## config.mk

```make
export PLATFORM = sky130hd
export DESIGN_NAME = varint_mutation_record_packer_core
export DESIGN_NICKNAME = d
export VERILOG_FILES = /design/src/sv/vmrp_pkg.sv /design/src/sv/vmrp_digit_shift.sv /design/src/sv/vmrp_out_reg.sv /design/src/sv/varint_mutation_record_packer_core.sv
export VERILOG_INCLUDE_DIRS = /design/src /design/src/sv
export SDC_FILE = /design/constraint.sdc
export NUM_CORES = 1
export LEC_CHECK = 0
export BUFFER_PORTS_ARGS = -buffer_cell sky130_fd_sc_hd__buf_2
export CAP_MARGIN = 20
export CORE_MARGIN = 4
export CORE_UTILIZATION = 57
export CTS_CLUSTER_DIAMETER = 30
export DETAILED_ROUTE_END_ITERATION = 6
export PLACE_DENSITY = 0.81
export RECOVER_POWER = 100
export SLEW_MARGIN = 40
export SYNTH_ARGS = -nofsm -noshare
export SYNTH_HDL_FRONTEND = slang
export SYNTH_HIERARCHICAL = 1
export SYNTH_SLANG_ARGS = --single-unit
export TNS_END_PERCENT = 20
```

## constraint.sdc

```tcl
create_clock -name clock -period 3.4 [get_ports clock]
set_input_delay 0.17 -clock clock [delete_from_list [all_inputs] [get_ports clock]]
set_output_delay 0.17 -clock clock [all_outputs]
set_load 0.02 [all_outputs]
```

## src/sv/varint_mutation_record_packer_core_defines.svh

```systemverilog
// ----------------------------------------------------------------------------
// varint mutation record packer defines
// assertion macros of the packer rtl
// ----------------------------------------------------------------------------
`ifndef VARINT_MUTATION_RECORD_PACKER_CORE_DEFINES_SVH
`define VARINT_MUTATION_RECORD_PACKER_CORE_DEFINES_SVH

// condition must hold at every rising clock edge outside reset
`define VMRP_ASSERT(lbl, cond, msg) \
   lbl: assert property (@(posedge clock) disable iff (reset) (cond)) else $error(msg);

// consequent must hold in the same cycle as the antecedent
`define VMRP_ASSERT_IMPLY(lbl, ante, cons, msg) \
   lbl: assert property (@(posedge clock) disable iff (reset) (ante) |-> (cons)) \
      else $error(msg);

`endif

```

## src/sv/vmrp_pkg.sv

```systemverilog
// ----------------------------------------------------------------------------
// vmrp_pkg
// types and constants of the varint mutation record packer
// ----------------------------------------------------------------------------
package vmrp_pkg;

   localparam int FIELD_BITS     = 32;
   localparam int DEF_VALUE_BITS = 32;
   localparam int DIGIT_BITS     = 7;
   localparam int NIBBLE_BITS    = 4;
   localparam int BYTE_BITS      = 8;

   typedef enum logic [1:0] {
      OP_NAME  = 2'd0,
      OP_COUNT = 2'd1,
      OP_MUT   = 2'd2,
      OP_NONE  = 2'd3
   } op_type;

   typedef struct packed {
      op_type                  op;
      logic [BYTE_BITS-1:0]    name_byte;
      logic [FIELD_BITS-1:0]   mut_count;
      logic [FIELD_BITS-1:0]   position;
      logic [NIBBLE_BITS-1:0]  allele_code;
   } req_type;

   typedef struct packed {
      logic [BYTE_BITS-1:0] out_byte;
      logic                 run_last;
      logic                 record_done;
   } rsp_type;

   // control into the digit shifter
   typedef struct packed {
      logic load;
      logic shift;
   } dig_ctl_type;

   // status out of the digit shifter
   typedef struct packed {
      logic [DIGIT_BITS-1:0] digit;
      logic                  more;
   } dig_sts_type;

endpackage

```

## src/sv/vmrp_digit_shift.sv

```systemverilog
// ----------------------------------------------------------------------------
// vmrp_digit_shift
// value shift register that hands out one base-128 digit per shift
// ----------------------------------------------------------------------------
module vmrp_digit_shift
   import vmrp_pkg::*;
#(
   parameter int WIDTH = DEF_VALUE_BITS
) (
   input  logic             clock,
   input  logic             reset,
   input  dig_ctl_type      ctl,
   input  logic [WIDTH-1:0] load_value,
   output dig_sts_type      sts
);

   logic [WIDTH-1:0] val_ff;
   logic [WIDTH-1:0] val_in;
   logic [WIDTH-1:0] rest;

   assign rest       = val_ff >> DIGIT_BITS;
   assign sts.digit  = val_ff[DIGIT_BITS-1:0];
   assign sts.more   = (rest != '0);

   always_comb begin
      val_in = val_ff;
      if (ctl.load) begin
         val_in = load_value;
      end else if (ctl.shift) begin
         val_in = rest;
      end
   end

   always_ff @(posedge clock) begin
      if (reset) begin
         val_ff <= '0;
      end else begin
         val_ff <= val_in;
      end
   end

endmodule

```

## src/sv/vmrp_out_reg.sv

```systemverilog
// ----------------------------------------------------------------------------
// vmrp_out_reg
// output register of the result channel
// ----------------------------------------------------------------------------
module vmrp_out_reg
   import vmrp_pkg::*;
(
   input  logic    clock,
   input  logic    reset,
   input  logic    load,
   input  rsp_type load_item,
   output logic    free,
   output logic    rsp_valid,
   input  logic    rsp_ready,
   output rsp_type rsp_data
);

   logic    valid_ff;
   logic    valid_in;
   rsp_type data_ff;

   assign free      = !valid_ff || rsp_ready;
   assign rsp_valid = valid_ff;
   assign rsp_data  = data_ff;

   always_comb begin
      valid_in = valid_ff;
      if (load) begin
         valid_in = 1'b1;
      end else if (rsp_ready) begin
         valid_in = 1'b0;
      end
   end

   always_ff @(posedge clock) begin
      if (reset) begin
         valid_ff <= 1'b0;
      end else begin
         valid_ff <= valid_in;
      end
   end

   always_ff @(posedge clock) begin
      if (load) begin
         data_ff <= load_item;
      end
   end

endmodule

```

## src/sv/varint_mutation_record_packer_core.sv

```systemverilog
// ----------------------------------------------------------------------------
// varint_mutation_record_packer_core
// packs one sample record: name bytes, varint count, varint positions and
// paired nibble code bytes
// ----------------------------------------------------------------------------
//
//   channel   direction   handshake              payload
//   req       in          req_valid/req_ready    req_data  (req_type)
//   rsp       out         rsp_valid/rsp_ready    rsp_data  (rsp_type)
//
// a name byte is one output item; a count gives an n-byte varint
// (1 to 5 bytes); a mutation gives a position varint, plus a code byte if due
// the varint leaves the digit shifter 7 bits per cycle, one output byte each,
// unless rsp stalls; a dropped mutation or an undefined op gives no item
// reset is synchronous and clears the sequencer, counters and output valid
// a stalled rsp holds the sequencer; req is taken only from idle with room
//
`include "varint_mutation_record_packer_core_defines.svh"

module varint_mutation_record_packer_core
   import vmrp_pkg::*;
#(
   parameter int VALUE_BITS = DEF_VALUE_BITS
) (
   input  logic    clock,
   input  logic    reset,
   input  logic    req_valid,
   output logic    req_ready,
   input  req_type req_data,
   output logic    rsp_valid,
   input  logic    rsp_ready,
   output rsp_type rsp_data
);

   // width actually carried by the shifter
   localparam int EFF_BITS = (VALUE_BITS < FIELD_BITS) ? VALUE_BITS : FIELD_BITS;
   localparam logic [FIELD_BITS-1:0] VALUE_MASK = (VALUE_BITS >= FIELD_BITS) ? '1 :
      FIELD_BITS'((64'(1) << VALUE_BITS) - 64'(1));

   typedef enum logic [2:0] {
      S_IDLE   = 3'b001,
      S_VARINT = 3'b010,
      S_CODE   = 3'b100
   } state_type;

   state_type state_ff, state_in;

   // record state
   logic [FIELD_BITS-1:0]  remaining_ff, remaining_in;
   logic                   half_pending_ff, half_pending_in;
   logic [NIBBLE_BITS-1:0] held_code_ff, held_code_in;

   // per item context
   logic [BYTE_BITS-1:0]   code_byte_ff, code_byte_in;
   logic                   need_code_ff, need_code_in;
   logic                   final_done_ff, final_done_in;

   logic [FIELD_BITS-1:0]  cnt_masked;
   logic [FIELD_BITS-1:0]  pos_masked;
   logic [EFF_BITS-1:0]    load_value;
   dig_ctl_type            dig_ctl;
   dig_sts_type            dig_sts;
   logic                   out_load;
   logic                   out_free;
   rsp_type                out_item;
   logic                   req_take;

   assign cnt_masked = req_data.mut_count & VALUE_MASK;
   assign pos_masked = req_data.position & VALUE_MASK;
   assign req_ready  = (state_ff == S_IDLE) && out_free;
   assign req_take   = req_valid && req_ready;

   vmrp_digit_shift #(
      .WIDTH(EFF_BITS)
   ) u_digit_shift (
      .clock     (clock),
      .reset     (reset),
      .ctl       (dig_ctl),
      .load_value(load_value),
      .sts       (dig_sts)
   );

   vmrp_out_reg u_out_reg (
      .clock    (clock),
      .reset    (reset),
      .load     (out_load),
      .load_item(out_item),
      .free     (out_free),
      .rsp_valid(rsp_valid),
      .rsp_ready(rsp_ready),
      .rsp_data (rsp_data)
   );

   always_comb begin
      state_in        = state_ff;
      remaining_in    = remaining_ff;
      half_pending_in = half_pending_ff;
      held_code_in    = held_code_ff;
      code_byte_in    = code_byte_ff;
      need_code_in    = need_code_ff;
      final_done_in   = final_done_ff;
      dig_ctl         = '0;
      load_value      = '0;
      out_load        = 1'b0;
      out_item        = '0;

      unique case (state_ff)
         S_IDLE: begin
            if (req_take) begin
               unique case (req_data.op)
                  OP_NAME: begin
                     // name bytes pass straight through, state untouched
                     out_load             = 1'b1;
                     out_item.out_byte    = req_data.name_byte;
                     out_item.run_last    = 1'b1;
                     out_item.record_done = 1'b0;
                  end
                  OP_COUNT: begin
                     dig_ctl.load    = 1'b1;
                     load_value      = cnt_masked[EFF_BITS-1:0];
                     remaining_in    = cnt_masked;
                     half_pending_in = 1'b0;
                     held_code_in    = '0;
                     need_code_in    = 1'b0;
                     final_done_in   = (cnt_masked == '0);
                     state_in        = S_VARINT;
                  end
                  OP_MUT: begin
                     // nothing remaining: dropped without an item
                     if (remaining_ff != '0) begin
                        dig_ctl.load = 1'b1;
                        load_value   = pos_masked[EFF_BITS-1:0];
                        remaining_in = remaining_ff - FIELD_BITS'(1);
                        if (half_pending_ff) begin
                           // second of a pair closes the code byte
                           code_byte_in    = {req_data.allele_code, held_code_ff};
                           need_code_in    = 1'b1;
                           final_done_in   = (remaining_ff == FIELD_BITS'(1));
                           half_pending_in = 1'b0;
                           held_code_in    = '0;
                        end else if (remaining_ff == FIELD_BITS'(1)) begin
                           // odd last mutation gets a code byte of its own
                           code_byte_in  = {{NIBBLE_BITS{1'b0}}, req_data.allele_code};
                           need_code_in  = 1'b1;
                           final_done_in = 1'b1;
                        end else begin
                           half_pending_in = 1'b1;
                           held_code_in    = req_data.allele_code;
                           need_code_in    = 1'b0;
                           final_done_in   = 1'b0;
                        end
                        state_in = S_VARINT;
                     end
                  end
                  default: begin
                     // undefined op is ignored
                  end
               endcase
            end
         end
         S_VARINT: begin
            if (out_free) begin
               dig_ctl.shift     = 1'b1;
               out_load          = 1'b1;
               out_item.out_byte = {dig_sts.more, dig_sts.digit};
               if (!dig_sts.more) begin
                  if (need_code_ff) begin
                     state_in = S_CODE;
                  end else begin
                     out_item.run_last    = 1'b1;
                     out_item.record_done = final_done_ff;
                     state_in             = S_IDLE;
                  end
               end
            end
         end
         S_CODE: begin
            if (out_free) begin
               out_load             = 1'b1;
               out_item.out_byte    = code_byte_ff;
               out_item.run_last    = 1'b1;
               out_item.record_done = final_done_ff;
               state_in             = S_IDLE;
            end
         end
         default: begin
            state_in = S_IDLE;
         end
      endcase
   end

   always_ff @(posedge clock) begin
      if (reset) begin
         state_ff        <= S_IDLE;
         remaining_ff    <= '0;
         half_pending_ff <= 1'b0;
         held_code_ff    <= '0;
         need_code_ff    <= 1'b0;
         final_done_ff   <= 1'b0;
      end else begin
         state_ff        <= state_in;
         remaining_ff    <= remaining_in;
         half_pending_ff <= half_pending_in;
         held_code_ff    <= held_code_in;
         need_code_ff    <= need_code_in;
         final_done_ff   <= final_done_in;
      end
   end

   // code byte needs no reset
   always_ff @(posedge clock) begin
      code_byte_ff <= code_byte_in;
   end

   // a pending half pair always has a mutation still to come
   `VMRP_ASSERT_IMPLY(a_half_has_remaining, half_pending_ff, remaining_ff != '0,
      "half pair pending with nothing remaining")
   // the output register is never overwritten while it still holds an item
   `VMRP_ASSERT_IMPLY(a_load_when_free, out_load, out_free,
      "output register loaded while full")
   // record completion only ever marks the last byte of an item
   `VMRP_ASSERT_IMPLY(a_done_is_last, rsp_valid && rsp_data.record_done,
      rsp_data.run_last, "record done without run last")
   // the pair is settled before the code byte goes out
   `VMRP_ASSERT_IMPLY(a_code_clears_half, state_ff == S_CODE, !half_pending_ff,
      "half pair still pending in code byte state")

endmodule

```

==> flow_summary.yaml <==
min_path:
  hold_depth: 3
  hold_path_startpoint: "req_data[2]"
  min_path_type: "primary input to register"
  hold_path_end: "held_code_ff[2]"
synthesis:
  ys_async_sr_fraction_pct: 0
  synth_ff_type: "dfxtp_1"
  synthCells: 650
  synth_warnings: 6
  synth.area.top_cells: "dfxtp_1 (27%), edfxtp_1 (9.6%), nor2_1 (6.4%), mux2_4 (6.1%), a22oi_1 (4.9%)"
  synth_top_area_share_pct: 26.5
  ys_seq_area_share_pct: 36.1
  synth_edf_count: 18
  synth_commonest_cells: "nor2_1 (96), dfxtp_1 (75), a21oi_1 (52)"
  yosysMostFrequentCell: "nor2_1"
  synth.distinct_cells: 65
  synthesis.nets: 738
  syn-cell-area_um2: 5660
  synth_top_area_cell: "dfxtp_1"
  ys_ff_latch: 93
  syn_area_per_cell_um2: 8.70
die:
  die_w_um: 108
  num_rows: 36
  dieArea_um2: 11600
  io_pins: 94
  core_region_area_um2: 9730
  start_util_pct: 58.1
  dieHeight_um: 108
timing:
  fin_tns_setup_ps: 0
  slew_viol_final: 0
  period_minus_slack_ps: 3040
  finalHoldWorstSlack_ps: 65.5
  slew_headroom_pct: 45.6
  rsz0062_at_grt: "false"
  clock.fmax_mhz: 329
  setup_viol: 0
  finClkSkew_ps: 11.5
  tightest_slew_ps: 805
  min_period_over_period_pct: 89.5
  hold_viol: 0
setup_path:
  critPathCaptureType: "register"
  path_cells: "or4_1, nor3_4, nand4_4, o21ai_4, clkbuf_2, nor4_1, o21ba_2"
  worst_r2r_endpoint: "half_pending_ff"
  critPathMaxFanout: 26
  critPathMaxStageDelay_ps: 690
  critical_path.startpoint_type: "register"
  crit_type: "register to register"
  r2r_start: "remaining_ff[22]"
  reg2regPathDepth: 7
  cp_data_arrival_time_ps: 3310
  crit_required_ps: 3670
  r2r_slack_ps: 360
  critPathSlowestCell: "or4_1"
global_routing:
  grt_max_degree: 55
  grt_overflow: 0
  grt_pass1_wl_um: 26100
  grt_usage_pct: 28.5
  grt_pass1_vias: 5097
  grt_antenna_before_repair: 0
routing:
  first_iter_violations: 444
  antenna_left: 0
  totalWireLength_um: 16300
  drt_drc_violations_left: 0
  avgRoutedWirePerCell_um: 19.1
  viasPerCell: 6.26
  dr.pass1.iters: 5
  vias: 5342
clock_tree:
  path_clk_slew_ps: 100
  h-tree-depth: 3
  cts_buffers: 9
  cts_root_buf: "clkbuf_8"
  clock_path_buffers: 2
  cts_hold_buf: 0
  post_cts_buffers: 0
  clkLatencyLatePin_ps: 370
  cts_tree: "done"
  cts_resized: 0
  clock-sinks: 93
final_layout:
  diodes: 0
  area_growth_pct: 11.3
  final_core_util_pct: 64.7
  layout-drive-gt1-share_pct: 20.8
  nNetsFinal: 804
power:
  p_total_mw: 2.80
  p_leak_nw: 2.40
  power.density_nw_per_um2: 445
  ir_drop_uv: 244
placed_design:
  place.gp.congestion: 0.960
  hpwl_um: 11800
  io_buffers: 93
flow_run:
  maxCapViolCount: 0
status:
  status: "finished, final reports clean"
-- cells in the final DEF, fill, tap and decap left out, types with 21 or more instances in the layout --
cell type and instances:
a21oi_1 52, a22oi_1 37, buf_2 82, dfxtp_1 75
inv_1 21, mux2_4 23, mux2i_1 27, nand2_1 23
nor2_1 95, o21ai_0 26
-- logic make-up (layout without fill, tap and decap cells) --
group | Yosys count | after routing | share of synthesized area [%]
flip-flops | 93 | 93 | 36.1
buffers and inverters | 72 | 143 | 6.64
AO/OA/AOI/OAI | 169 | 169 | 19.9
AND/OR/NAND/NOR | 251 | 251 | 23.3
multiplexers | 59 | 59 | 12.7
adder cells (fa/ha/maj) | 6 | 6 | 1.33
-- worst max-delay path: cells and delay by family (launching register included) --
family	cells	cell delay (ps)
buf+inv	1	560
flops	1	390
compound gates	2	560
simple gates	4	1420
-- worst max path at each step --
stage                                           to  depth (start not counted)              from
after floorplan           u_digit_shift/val_ff[12]                         11  remaining_ff[22]
after global placement    u_digit_shift/val_ff[26]                         10      req_data[76]
after detailed placement           half_pending_ff                          7  remaining_ff[22]
after CTS                          half_pending_ff                          7  remaining_ff[22]
after global routing              remaining_ff[31]                          7  remaining_ff[22]
final                              half_pending_ff                          7  remaining_ff[22]
-- through the flow --
step	instance area, um^2	instances	setup WS, ps
detailed placement	6140	838	638
CTS	6320	854	598
global placement	6090	836	687
finish	6300	854	356
global route	6300	854	217
floorplan	5660	650	774
-- power by group --
part | switching (mW) | internal (mW)
Combinational | 0.549 | 0.312
Clock | 0.420 | 0.295
Sequential | 0.0505 | 1.18
Total | 1.02 | 1.78
-- sequential cells by signal (all words and copies together) (netlist names) --
register              count
half_pending_ff           1
remaining_ff             32
held_code_ff              4
u_digit_shift/val_ff     32
state_ff                  3
code_byte_ff              8
u_out_reg/rsp_data       10
final_done_ff             1
need_code_ff              1
u_out_reg/rsp_valid       1
-- metal layers --
layer / wire length, um / global-route usage, %
met1: 6910 / 38.4
met4: 543 / 12.2
met5: 0 / 0
met3: 1530 / 6.48
met2: 7350 / 44.0
-- cell type report --
class                           instances  area (um^2)
Fill cell                             861         3430
Multi-Input combinational cell        485         3250
Sequential cell                        93         2040
Timing Repair Buffer                  105          564
Tap cell                              133          166
Clock buffer                           11          141
Inverter                               22         82.6
Clock inverter                          5         45.0
No activity file was read; power rests on OpenSTA's default activity.
